### src/rtl/h264aus_pkg.sv
// ----------------------------------------------------------------------------
// h264aus_pkg
// Shared types and constants for the access unit splitter.
// ----------------------------------------------------------------------------
package h264aus_pkg;

  // Item kind codes
  localparam logic KIND_DATA    = 1'b0;
  localparam logic KIND_RESTART = 1'b1;

  localparam int unsigned LENGTH_BITS_DEF = 24;
  localparam int unsigned OUT_LEN_BITS    = 24;
  localparam int unsigned WINDOW_BITS     = 40;

  localparam logic [31:0] START_CODE        = 32'h0000_0001;
  localparam logic [4:0]  NAL_TYPE_MASK     = 5'h1F;
  localparam int unsigned FIRST_MB_BIT      = 7;
  localparam logic [4:0]  VCL_TYPE_MIN      = 5'd1;
  localparam logic [4:0]  VCL_TYPE_MAX      = 5'd5;
  localparam int unsigned BYTES_AFTER_START = 6;
  localparam logic [OUT_LEN_BITS-1:0] OUT_MAX = '1;
  localparam logic [WINDOW_BITS-1:0]  WINDOW_RESET = '1;

  typedef struct packed {
    logic       kind;
    logic [7:0] data_byte;
  } in_item_t;

  typedef struct packed {
    logic [OUT_LEN_BITS-1:0] au_length;
    logic                    length_overflow;
    logic [4:0]              next_nal_type;
  } out_item_t;

  // Parser result toward the output register
  typedef struct packed {
    logic      valid;
    out_item_t item;
  } res_t;

endpackage

### src/rtl/h264aus_in_stage.sv
// ----------------------------------------------------------------------------
// h264aus_in_stage
// Input register: captures one item and holds it until the parser advances.
// ----------------------------------------------------------------------------
module h264aus_in_stage (
  input  logic                clk,
  input  logic                rst_n,
  input  logic                in_valid,
  output logic                in_stall,
  input  h264aus_pkg::in_item_t in_item,
  input  logic                adv,
  output logic                held_valid,
  output h264aus_pkg::in_item_t held_item
);

  logic                  valid_r;
  logic                  valid_nxt;
  h264aus_pkg::in_item_t item_r;
  logic                  load;

  assign in_stall = valid_r && !adv;
  assign load     = in_valid && !in_stall;

  always_comb begin
    valid_nxt = valid_r;
    if (load) begin
      valid_nxt = 1'b1;
    end else if (adv) begin
      valid_nxt = 1'b0;
    end
  end

  always_ff @(posedge clk) begin
    if (!rst_n) begin
      valid_r <= 1'b0;
    end else begin
      valid_r <= valid_nxt;
    end
    if (load) begin
      item_r <= in_item;
    end
  end

  assign held_valid = valid_r;
  assign held_item  = item_r;

endmodule

### src/rtl/h264aus_parser.sv
// ----------------------------------------------------------------------------
// h264aus_parser
// Start code window, VCL tracking and access unit byte counter.
// ----------------------------------------------------------------------------
module h264aus_parser #(
  parameter int unsigned LENGTH_BITS = h264aus_pkg::LENGTH_BITS_DEF
) (
  input  logic                  clk,
  input  logic                  rst_n,
  input  logic                  adv,
  input  h264aus_pkg::in_item_t item,
  output h264aus_pkg::res_t     res
);

  localparam int unsigned CmpW = (LENGTH_BITS > h264aus_pkg::OUT_LEN_BITS) ?
                                 LENGTH_BITS : h264aus_pkg::OUT_LEN_BITS;
  localparam logic [LENGTH_BITS-1:0] RestartCnt =
    LENGTH_BITS'(h264aus_pkg::BYTES_AFTER_START);

  logic [h264aus_pkg::WINDOW_BITS-1:0] win_r;
  logic                                prev_vcl_r;
  logic [LENGTH_BITS-1:0]              cnt_r;
  logic                                sat_r;

  logic                   cnt_max;
  logic [LENGTH_BITS-1:0] cnt_inc;
  logic                   sat_inc;
  logic                   sc_hit;
  logic [4:0]             nal_type;
  logic                   first_mb;
  logic                   is_vcl;
  logic                   ends;
  logic [LENGTH_BITS-1:0] len_full;
  logic [CmpW-1:0]        len_ext;
  logic                   ovf;
  logic                   restart;

  always_comb begin
    restart  = (item.kind == h264aus_pkg::KIND_RESTART);
    cnt_max  = (cnt_r == '1);
    cnt_inc  = cnt_max ? cnt_r : cnt_r + 1'b1;
    sat_inc  = sat_r | cnt_max;
    sc_hit   = (win_r[39:8] == h264aus_pkg::START_CODE);
    nal_type = win_r[4:0] & h264aus_pkg::NAL_TYPE_MASK;
    first_mb = item.data_byte[h264aus_pkg::FIRST_MB_BIT];
    is_vcl   = (nal_type >= h264aus_pkg::VCL_TYPE_MIN) &&
               (nal_type <= h264aus_pkg::VCL_TYPE_MAX);
    ends     = sc_hit && prev_vcl_r && (!is_vcl || first_mb);
    // Length up to the new start code, clamped at zero
    len_full = (cnt_inc >= RestartCnt) ? cnt_inc - RestartCnt : '0;
    len_ext  = CmpW'(len_full);
    ovf      = sat_inc || (len_ext > CmpW'(h264aus_pkg::OUT_MAX));

    res.valid                = adv && !restart && ends;
    res.item.au_length       = ovf ? h264aus_pkg::OUT_MAX :
                                     len_ext[h264aus_pkg::OUT_LEN_BITS-1:0];
    res.item.length_overflow = ovf;
    res.item.next_nal_type   = nal_type;
  end

  always_ff @(posedge clk) begin
    if (!rst_n) begin
      win_r      <= h264aus_pkg::WINDOW_RESET;
      prev_vcl_r <= 1'b0;
      cnt_r      <= '0;
      sat_r      <= 1'b0;
    end else if (adv) begin
      if (restart) begin
        win_r      <= h264aus_pkg::WINDOW_RESET;
        prev_vcl_r <= 1'b0;
        cnt_r      <= '0;
        sat_r      <= 1'b0;
      end else begin
        win_r <= {win_r[31:0], item.data_byte};
        if (sc_hit) begin
          prev_vcl_r <= is_vcl;
        end
        if (ends) begin
          cnt_r <= RestartCnt;
          sat_r <= 1'b0;
        end else begin
          cnt_r <= cnt_inc;
          sat_r <= sat_inc;
        end
      end
    end
  end

  a_res_needs_vcl : assert property (@(posedge clk) disable iff (!rst_n)
    res.valid |-> (adv && prev_vcl_r && sc_hit))
    else $error("boundary reported without a preceding VCL start code");

  a_restart_clears : assert property (@(posedge clk) disable iff (!rst_n)
    (adv && restart) |=> (cnt_r == '0 && !sat_r && !prev_vcl_r))
    else $error("restart did not clear parser state");

  a_boundary_reload : assert property (@(posedge clk) disable iff (!rst_n)
    res.valid |=> (cnt_r == RestartCnt && !sat_r))
    else $error("counter not reloaded after boundary");

  a_sat_at_max : assert property (@(posedge clk) disable iff (!rst_n)
    sat_r |-> (cnt_r == '1))
    else $error("saturation flag set below counter maximum");

endmodule

### src/rtl/h264aus_out_reg.sv
// ----------------------------------------------------------------------------
// h264aus_out_reg
// Result register: holds a finished item until the consumer takes it.
// ----------------------------------------------------------------------------
module h264aus_out_reg (
  input  logic                   clk,
  input  logic                   rst_n,
  input  h264aus_pkg::res_t      res,
  output logic                   room,
  output logic                   out_valid,
  input  logic                   out_stall,
  output h264aus_pkg::out_item_t out_item
);

  logic                   valid_r;
  logic                   valid_nxt;
  h264aus_pkg::out_item_t item_r;

  assign room = !valid_r || !out_stall;

  always_comb begin
    valid_nxt = valid_r;
    if (res.valid) begin
      valid_nxt = 1'b1;
    end else if (!out_stall) begin
      valid_nxt = 1'b0;
    end
  end

  always_ff @(posedge clk) begin
    if (!rst_n) begin
      valid_r <= 1'b0;
    end else begin
      valid_r <= valid_nxt;
    end
    if (res.valid) begin
      item_r <= res.item;
    end
  end

  assign out_valid = valid_r;
  assign out_item  = item_r;

  a_no_overwrite : assert property (@(posedge clk) disable iff (!rst_n)
    res.valid |-> room)
    else $error("result loaded while a stalled item is held");

endmodule

### src/rtl/h264aus_core_top_note.sv
// ----------------------------------------------------------------------------
// h264aus_win_check
// Port-level checker for the result channel: handshake and saturated length.
// ----------------------------------------------------------------------------
module h264aus_win_check (
  input logic                   clk,
  input logic                   rst_n,
  input logic                   out_valid,
  input logic                   out_stall,
  input h264aus_pkg::out_item_t out_item
);

  a_valid_holds : assert property (@(posedge clk) disable iff (!rst_n)
    (out_valid && out_stall) |=> out_valid)
    else $error("result valid dropped while stalled");

  a_sat_len : assert property (@(posedge clk) disable iff (!rst_n)
    (out_valid && out_item.length_overflow) |->
      (out_item.au_length == h264aus_pkg::OUT_MAX))
    else $error("overflowed length not reported as maximum");

endmodule

### src/rtl/h264_access_unit_splitter_core.sv
// ----------------------------------------------------------------------------
// h264_access_unit_splitter_core
// Splits an H.264 Annex B byte stream into access units and reports the
// byte length of each finished unit together with the next NAL type.
// ----------------------------------------------------------------------------
//  channel | ports                          | payload
//  --------+--------------------------------+---------------------------------
//  input   | in_valid, in_stall, in_item    | kind, data_byte
//  result  | out_valid, out_stall, out_item | au_length, length_overflow,
//          |                                |   next_nal_type
//
//  One byte per clock while the result register has room: an item waits in
//  the input register and is parsed on the way into the result register,
//  which holds its result. Synchronous active-low reset clears the window to
//  all 0xFF and the counter to zero. A stalled result holds the parser; the
//  input register still takes one more item while the result waits.
// ----------------------------------------------------------------------------
module h264_access_unit_splitter_core #(
  parameter int unsigned LENGTH_BITS = h264aus_pkg::LENGTH_BITS_DEF
) (
  input  logic                   clk,
  input  logic                   rst_n,
  input  logic                   in_valid,
  output logic                   in_stall,
  input  h264aus_pkg::in_item_t  in_item,
  output logic                   out_valid,
  input  logic                   out_stall,
  output h264aus_pkg::out_item_t out_item
);

  logic                  held_valid;
  h264aus_pkg::in_item_t held_item;
  logic                  room;
  logic                  adv;
  h264aus_pkg::res_t     res;

  // Advance the held item whenever the result register has room; an item
  // that yields no result still advances, so a stalled output only blocks
  // once something is actually waiting there.
  assign adv = held_valid && room;

  h264aus_in_stage u_in (
    .clk        (clk),
    .rst_n      (rst_n),
    .in_valid   (in_valid),
    .in_stall   (in_stall),
    .in_item    (in_item),
    .adv        (adv),
    .held_valid (held_valid),
    .held_item  (held_item)
  );

  // Window, VCL history and length counter update only on advance.
  h264aus_parser #(
    .LENGTH_BITS (LENGTH_BITS)
  ) u_parser (
    .clk   (clk),
    .rst_n (rst_n),
    .adv   (adv),
    .item  (held_item),
    .res   (res)
  );

  h264aus_out_reg u_out (
    .clk       (clk),
    .rst_n     (rst_n),
    .res       (res),
    .room      (room),
    .out_valid (out_valid),
    .out_stall (out_stall),
    .out_item  (out_item)
  );

  h264aus_win_check u_chk (
    .clk       (clk),
    .rst_n     (rst_n),
    .out_valid (out_valid),
    .out_stall (out_stall),
    .out_item  (out_item)
  );

endmodule
### config.mk
export PLATFORM = sky130hd
export DESIGN_NAME = h264_access_unit_splitter_core
export DESIGN_NICKNAME = d
export VERILOG_FILES = /design/src/rtl/h264aus_pkg.sv /design/src/rtl/h264aus_in_stage.sv /design/src/rtl/h264aus_parser.sv /design/src/rtl/h264aus_out_reg.sv /design/src/rtl/h264aus_core_top_note.sv /design/src/rtl/h264_access_unit_splitter_core.sv
export SDC_FILE = /design/constraint.sdc
export NUM_CORES = 1
export LEC_CHECK = 0
export ABC_CLOCK_PERIOD_IN_PS = 3150
export BUFFER_PORTS_ARGS = -buffer_cell sky130_fd_sc_hd__buf_2
export CORE_UTILIZATION = 25
export DETAILED_ROUTE_END_ITERATION = 10
export GPL_ROUTABILITY_DRIVEN = 1
export PLACE_DENSITY_LB_ADDON = 0.05
export SLEW_MARGIN = 20
export SYNTH_ARGS = -nofsm -noshare
export SYNTH_HDL_FRONTEND = slang
export SYNTH_SLANG_ARGS = --single-unit
### constraint.sdc
create_clock -name clk -period 3.15 [get_ports clk]
set_clock_uncertainty 0.1 [all_clocks]
set_input_delay 0.4725 -clock clk [delete_from_list [all_inputs] [get_ports clk]]
set_output_delay 0.4725 -clock clk [all_outputs]
set_load 0.02 [all_outputs]
After elaboration in Yosys (flattened, before gate mapping)
Index checks and enable logic that the tools add are counted.
- logic and storage cells: 54
- flip-flop bits (word level): 107
- bits of input ports: 13
- output and inout bits: 32
- multiplexer cells: 13
- add/subtract/negate cells: 2
- equal/unequal tests: 3
- $lt $le $gt $ge: 4
- bitwise logic cells: 1
- reduce and logical (&&, ||, !) cells: 20
- operators with widths (kind ; count):
    $mux 24 ; 4
    $mux 40 ; 1
    $eq 32x1->1 const B ; 1
    $add 24x1->24 const B ; 1
    $eq 24x24->1 const B ; 1
    $ge 24x3->1 const B ; 1
    $gt 24x24->1 const B ; 1
    $sub 24x3->24 const B ; 1
    $logic_and 1x1->1 ; 8
    $mux 1 ; 8
    $logic_not 1->1 ; 6
    $ge 5x1->1 const B ; 1
    $le 5x3->1 const B ; 1
    $reduce_bool 2->1 ; 2
    $logic_or 1x1->1 ; 3
    $ne 2x1->1 const B ; 1
    $reduce_and 2->1 ; 1
    $or 1x1->1 ; 1

Depth between registers and ports, before layout
Gate-level depths: netlist (run 1).
- depth in word-level cells: 8
- mapped depth: 14
- depth with buffers taken out: 12

Cells and area by module
From an unflattened synthesis (run 1), not the netlist that was laid out.
- cell total of the unflattened synthesis: 602
- area, all modules: 5519.0 um^2
- modules (own cells, without submodules) (module ; seq. area each (um^2) ; area an instance (um^2) ; instances ; cells an instance):
    h264aus_parser ; 1321.3 ; 4259.1 ; 1 ; 554
    h264aus_out_reg ; 920.9 ; 935.9 ; 1 ; 34
    h264aus_in_stage ; 290.3 ; 317.8 ; 1 ; 13
    h264_access_unit_splitter_core ; 0.0 ; 6.3 ; 1 ; 1

Worst setup path after synthesis (run 1)
No wires, ideal clock.
- kind: reg-to-reg
- start point: register u_parser.cnt_r[0]
- end point: register u_out.item_r, in the netlist u_out.out_item[27] (data pin)
- slack: 0.072 ns
- arrival: 2.712 ns
- cell stages (with the launch flop): 13
- period minus slack after synthesis: 3.078 ns
- path buffers: 1
- setup time: 0.266 ns
- path through: dfxtp_1 ha_1 nand3_2 nor2_2 nand3_1 buf_2 nand2_1 nand2_1 ha_1 nand4bb_1 or3_1 xor2_1 o21ai_2
- word-level cells in the longest chain between the ends: 6
- elaborated cells on any way between the ends: 9
- classes of those cells: add/sub (2); order compare (2); eq/ne (1); mux (2); bitwise (1); reduce/logical (1)
- ends and longest elaborated chain (what ; line ; text):
    from (decl) ; h264aus_parser.sv:22 ; logic [LENGTH_BITS-1:0] cnt_r;
    from (signal assigned) ; h264aus_parser.sv:79 ; cnt_r <= RestartCnt;
    from (signal assigned) ; h264aus_parser.sv:82 ; cnt_r <= cnt_inc;
    $add 24x1->24 or $eq 24x24->1 (tied branches) ; h264aus_parser.sv:41, h264aus_parser.sv:40 ;
    $mux 24 ; h264aus_parser.sv:41 ; cnt_inc = cnt_max ? cnt_r : cnt_r + 1'b1;
    $sub 24x3->24 or $ge 24x3->1 (tied branches) ; h264aus_parser.sv:50 ; len_full = (cnt_inc >= RestartCnt) ? cnt_inc - RestartCnt : '0;
    $mux 24 ; h264aus_parser.sv:50 ;
    $gt 24x24->1 ; h264aus_parser.sv:52 ; ovf = sat_inc || (len_ext > CmpW'(h264aus_pkg::OUT_MAX));
    $logic_or 1x1->1 ; h264aus_parser.sv:52 ;
    to (signal assigned) ; h264aus_out_reg.sv:37 ; item_r <= res.item;
    to (decl) ; h264aus_out_reg.sv:17 ; h264aus_pkg::out_item_t item_r;
Several ways; a longest one is shown, not always the timed one.
A chain may end at the register's enable or synchronous reset.

Final worst setup path (run 1)
- start point: register u_parser.cnt_r[1]
- end point: register u_out.item_r, in the netlist u_out.out_item[27] (data pin)
Same word-level chain as after synthesis.

==> impl_metrics.ini, run 1 <==
[finish]
area.growth.synth_to_final_pct = 20.42
fin_util_pct = 31.15
fillers = 2179
drive_gt1_share_pct = 20.39
antennaDiodeCount = 0
num-nets-final = 672
fin_cells = 932

[logic_synthesis]
ys.flop_type = dfxtp_1
syn_area_mm2 = 0.005301
synth_top_area_share_pct = 25.68
ys_seq_area_share_pct = 47.77
ys_top_cells_by_area = dfxtp_1 26%, edfxtp_1 22%, o21ai_0 6.1%, nor2_1 5.9%, nor3_1 5.2%
yosysTopAreaCell = dfxtp_1
synth_cells = 594
post_synth.cell_area_avg_um2 = 8.925
synth_edf_count = 39
ys_ff_latch = 107
async_flop_share_pct = 0
yosysMostFrequentCell = nor2_1
ys_types = 69
synth_commonest_cells = 83 x nor2_1, 68 x dfxtp_1, 65 x o21ai_0, 55 x nor3_1, 39 x edfxtp_1
synth_fp_nets = 609
ys_warn_count = 0

[global_route]
antenna_found_initial = 0
grt_pass1_vias = 4570
grt_max_degree = 61
grtUsageTotal_pct = 14.64
gr-total-overflow = 0
grt_pass1_wl_um = 24630

[clocking]
clock_latency_ns = 0.36
holdBufCountCts = 0
clkSlewWorstSetupHoldPaths_ns = 0.08
ctsResizeCount = 0
cts_tree = done
cts_buffers = 9
cts_setup_buffers = 0
root_buffer = clkbuf_16
cts.sinks = 107
clockBufferDepth = 2
h-tree-depth = 3

[power_and_ir_drop]
swShare_pct = 24.94
powerDensity_mw_per_mm2 = 424.3
power_leakage_nw = 2.274
pwr-share-clk_pct = 42.9
combinationalPowerShare_pct = 3.6
ir_worst_vdd_mv = 0.2613
p_total_mw = 2.709
p_int_mw = 2.033
power_frac_seq_pct = 53.4
p_sw_mw = 0.6757

[drt]
routedWlPerCell_um = 16.31
top_layer = met4
antenna_left = 0
wl_met2_um = 7628
route.detailed.drc = 0
via_per_inst = 4.891
wirelength_um = 15200
wl_met3_um = 414
initialDrtViolationCount = 215
drt-pass1-iter-count = 4
wl_met1_um = 6953
vias = 4558

[floorplanning]
die_h_um = 147.6
io_pins = 45
start_util_pct = 25.87
fp.dieW_um = 147.6
core.rowCount = 52
die_area_mm2 = 0.02179
core_mm2 = 0.02049

[job]
cap_violations = 0

[setup_path]
worstPathArrival_ns = 2.92
cp-end-kind = flop
start_kind = flop
reg2reg_depth = 10
worstPathMaxFanout = 6
cp.required_ns = 3.16
critPathKind = flop to flop

[sta]
tightest_slew_ns = 0.8233
timing.fmax_mhz = 343.4
rsz0062_at_grt = no
period_needed_ns = 2.912
final-hold-violation-count = 0
maxSlewViolCount = 0
finalSetupViolCount = 0
slew_headroom_pct = 44.40
fin_setup_tns_ns = 0
fin_crit_sh_pct = 92.44

[min_path]
hold_path_depth = 1
hold_class = primary input to flop

[place]
dpl.hpwl_um = 10720
dp_cells = 916
gp_congestion = 0.7938
io_buffers = 44

[status]
status = finished, final reports clean
power by group through the flow:
stage | registers, mW | logic [mW] | clock network [mW]
global placement | 1.48 | 0.0995 | 0
global route | 1.45 | 0.109 | 1.27
CTS | 1.45 | 0.100 | 1.22
detailed placement | 1.48 | 0.0997 | 0
finish | 1.45 | 0.0980 | 1.16
floorplan | 1.48 | 0.0618 | 0
cell usage in the layout, fill, tap and decap left out, types with 3 or more instances in the layout:
cell type  netlist  routed
a21o_1           3       3
a21oi_1         23      23
a22oi_1          8       8
a31oi_1          6       6
and2_1           6       6
and3_1           7       7
and4_1           4       4
buf_2           10      44
buf_4            3      50
clkbuf_16        0       9
dfxtp_1         68      67
edfxtp_1        39      39
inv_1            6       6
inv_8            0       3
nand2_1         31      30
nand2b_1         4       4
nand3_1         14      14
nand4_1          9       9
nor2_1          83      82
nor2b_1          8       8
nor3_1          55      54
nor3b_1          3       3
nor4_1           9       9
o211ai_1         5       5
o21a_1           3       3
o21ai_0         65      65
o21ai_1          9       9
or3_1            3       3
xnor2_1         21      21
xor2_1          12      12
cells by family after synthesis:
family          Yosys count  share of synthesized area (%)
simple gates            253                          24.55
compound gates          146                          17.04
flops                   107                          47.77
buf+inv                  50                          4.130
xor+xnor                 33                          5.452
mux                       3                         0.5900
fa+ha+maj                 2                         0.4720
per-layer routing:
layer	vias to the layer above	track usage [%]
li1	2283	-
met2	74	26.37
met4	0	4.381
met5	-	0
met1	2185	17.61
met3	16	2.654
layout make-up:
class	instances	area, um2	share of cell area (%)
clock buffer	9	225.2	3.528
timing repair buffer	95	615.6	9.643
sequential	107	2534	39.69
inverter	7	26.28	0.4116
clock inverter	7	80.08	1.254
tap	270	337.8	5.292
multi-input combinational	437	2565	40.18
worst max-delay path, stage by stage, from the launching register on:
cell     delay, ns
dfxtp_2       0.38
ha_1          0.21
nand3_2       0.13
nor4_4        0.32
nand2_2       0.15
nor3_1        0.19
xor2_1        0.16
or3_1         0.44
or3_1         0.34
xor2_1        0.17
o21ai_2       0.06
worst paths after layout:
check                           slack (ns)              start            endpoint
worst max-delay path                  0.24  u_parser.cnt_r[1]  u_out.out_item[27]
worst min-delay path                  0.18         in_item[1]   u_in.held_item[1]
worst max register to register        0.24  u_parser.cnt_r[1]  u_out.out_item[27]
worst min register to register        0.38     u_parser.sat_r      u_parser.sat_r
through the flow:
stage                     hold slack, ns  area, um2  worst slack, ns
after floorplan                   0.3492       5301          0.07246
after CTS                         0.1617       6370          0.06364
final                             0.1817       6384           0.2381
after global routing              0.1585       6384          0.01208
after detailed placement          0.3756       6065          0.09818
after global placement            0.3739       6065           0.1939
sequential cells by signal, summed over array words and instances, names as in the netlist:
register / flops
u_parser.sat_r: 1
u_in.held_item: 9
u_out.out_valid: 1
u_out.out_item: 30
u_parser.prev_vcl_r: 1
u_parser.cnt_r: 24
u_parser.win_r: 40
u_in.held_valid: 1
(Power assumes the default switching activity.)
==> run 2: changes to the inputs <==
--- a/config.mk
+++ b/config.mk
@@ -5,7 +5,7 @@
 export SDC_FILE = /design/constraint.sdc
 export NUM_CORES = 1
 export LEC_CHECK = 0
-export ABC_CLOCK_PERIOD_IN_PS = 3150
+export ABC_CLOCK_PERIOD_IN_PS = 2750
 export BUFFER_PORTS_ARGS = -buffer_cell sky130_fd_sc_hd__buf_2
 export CORE_UTILIZATION = 25
 export DETAILED_ROUTE_END_ITERATION = 10
==> constraint.sdc (replaced) <==
create_clock -name clk -period 2.75 [get_ports clk]
set_clock_uncertainty 0.1 [all_clocks]
set_input_delay 0.4125 -clock clk [delete_from_list [all_inputs] [get_ports clk]]
set_output_delay 0.4125 -clock clk [all_outputs]
set_load 0.02 [all_outputs]
==> impl_metrics.ini, run 2 (synthesis results as in run 1) <==
[sta]
finalSetupViolCount = 1
tightest_slew_ns = 0.7044
maxSlewViolCount = 0
fin_hold_ws_ns = 0.1138
fin_crit_sh_pct = 101.1
timing.fmax_mhz = 359.8
rsz0062_at_grt = yes
postLayoutSetupSlackWorst_ns = -0.02935
period_needed_ns = 2.779
fin_setup_tns_ns = -0.02935
final-hold-violation-count = 0
slew_headroom_pct = 53.04

[floorplanning]
start_util_pct = 25.87
fp.dieW_um = 147.6
core.rowCount = 52
die_area_mm2 = 0.02179
io_pins = 45
die_h_um = 147.6
core_mm2 = 0.02049

[setup_path]
start_kind = flop
cp.required_ns = 2.77
cp-end-kind = flop
worstPathMaxFanout = 5
critPathKind = flop to flop
worstPathArrival_ns = 2.80

[clocking]
clockBufferDepth = 2
clkSlewWorstSetupHoldPaths_ns = 0.09
root_buffer = clkbuf_16
cts.sinks = 107
clock_latency_ns = 0.37
h-tree-depth = 3
holdBufCountCts = 0
cts_buffers = 9
cts_tree = done

[finish]
multiInputGateArea_mm2 = 0.002710
antennaDiodeCount = 0
final_common_cell = buf_4
fillers = 2134
num-nets-final = 741
drive_gt1_share_pct = 31.87
area.growth.synth_to_final_pct = 34.13
largest_register_ffs = 40
fin_cells = 1001
largest_register = u_parser.win_r
final_cell_mix = 112 x buf_4, 82 x nor2_1, 65 x o21ai_0
regArea_mm2 = 0.002554

[power_and_ir_drop]
pwr-share-clk_pct = 43.0
power_leakage_nw = 2.686
ir_worst_vdd_mv = 0.2561
power_frac_seq_pct = 53.0
p_sw_mw = 0.7908
combinationalPowerShare_pct = 3.9
p_int_mw = 2.336
swShare_pct = 25.29
powerDensity_mw_per_mm2 = 439.7

[drt]
drt-pass1-iter-count = 4
antenna_left = 0
initialDrtViolationCount = 263
via_per_inst = 4.811
route.detailed.drc = 0
routedWlPerCell_um = 16.38
wirelength_um = 16390
vias = 4816

[global_route]
use_met3_pct = 3.272
grt_pass1_vias = 4728
gr-total-overflow = 0
met2_usage_pct = 26.79
grtUsageTotal_pct = 15.37
grt_busiest_layer = met2
grt_pass1_wl_um = 25700
grt_max_degree = 61
grt.met1_usage_pct = 19.10
antenna_found_initial = 0

[status]
violations = setup timing
status = complete, but fails checks

[place]
dpl.hpwl_um = 11330
dp_cells = 968
gp_congestion = 0.8161
io_buffers = 44
place_ws_ns = -0.1033

[min_path]
hold_class = primary input to flop

[job]
cap_violations = 0
-- run 2: cell count changes in the layout (fill, tap and decap cells not counted), sizes merged --
cell,before,now
buf,95,164
-- run 2: final cells by class --
class	count	share of cell area [%]
tap	270	4.751
sequential	107	35.91
timing repair buffer	164	16.56
inverter	7	0.3695
clock inverter	7	1.126
clock buffer	9	3.167
multi-input combinational	437	38.11
-- run 2: repair_timing --
action,CTS,global route
endpoints found under the setup margin,24,24
setup buffers,12,6
gates resized for setup,11,27
pin swaps,3,1
-- run 2: layer usage --
layer | vias up | share of wire (%)
met5 | - | 0
met4 | 0 | 1.6
met3 | 17 | 3.2
met2 | 89 | 50
met1 | 2289 | 45
li1 | 2421 | -
-- run 2: per-stage QoR --
| stage | cell area (um2) | util [%] | total power, mW |
|---|---|---|---|
| final | 7111 | 34.69 | 3.127 |
| after global routing | 7111 | 34.69 | 3.265 |
| after CTS | 6965 | 33.99 | 3.186 |
| after detailed placement | 6531 | 31.87 | 1.820 |
| after global placement | 6531 | 31.87 | 1.819 |
| after floorplan | 5355 | - | 1.764 |
-- run 2: critical path, cell delays in order, from the launching register on --
cell and delay, ns:
dfxtp_4 0.36, ha_4 0.16, nand3_4 0.11, nor4_4 0.36, nand2_2 0.17, nor3_4 0.18, xor2_2 0.13, or3_4 0.40
or3_4 0.34, xor2_1 0.17, o21ai_2 0.06
-- run 2: power by group through the flow --
| stage | registers (mW) | clock network, mW | logic (mW) |
|---|---|---|---|
| after floorplan | 1.69 | 0 | 0.0712 |
| after detailed placement | 1.70 | 0 | 0.124 |
| after global placement | 1.70 | 0 | 0.124 |
| final | 1.66 | 1.35 | 0.123 |
| after global routing | 1.66 | 1.47 | 0.134 |
| after CTS | 1.66 | 1.40 | 0.125 |
-- run 2: final timing paths --
| kind | start | end | slack, ns | cells past startpoint |
|---|---|---|---|---|
| hold reg to reg | u_parser.sat_r | u_parser.sat_r | 0.38 | 2 |
| setup / recovery | u_parser.cnt_r[0] | u_out.out_item[27] | -0.03 | 10 |
| setup reg to reg | u_parser.cnt_r[0] | u_out.out_item[27] | -0.03 | 10 |
| hold / removal | in_item[0] | u_in.held_item[0] | 0.11 | 1 |
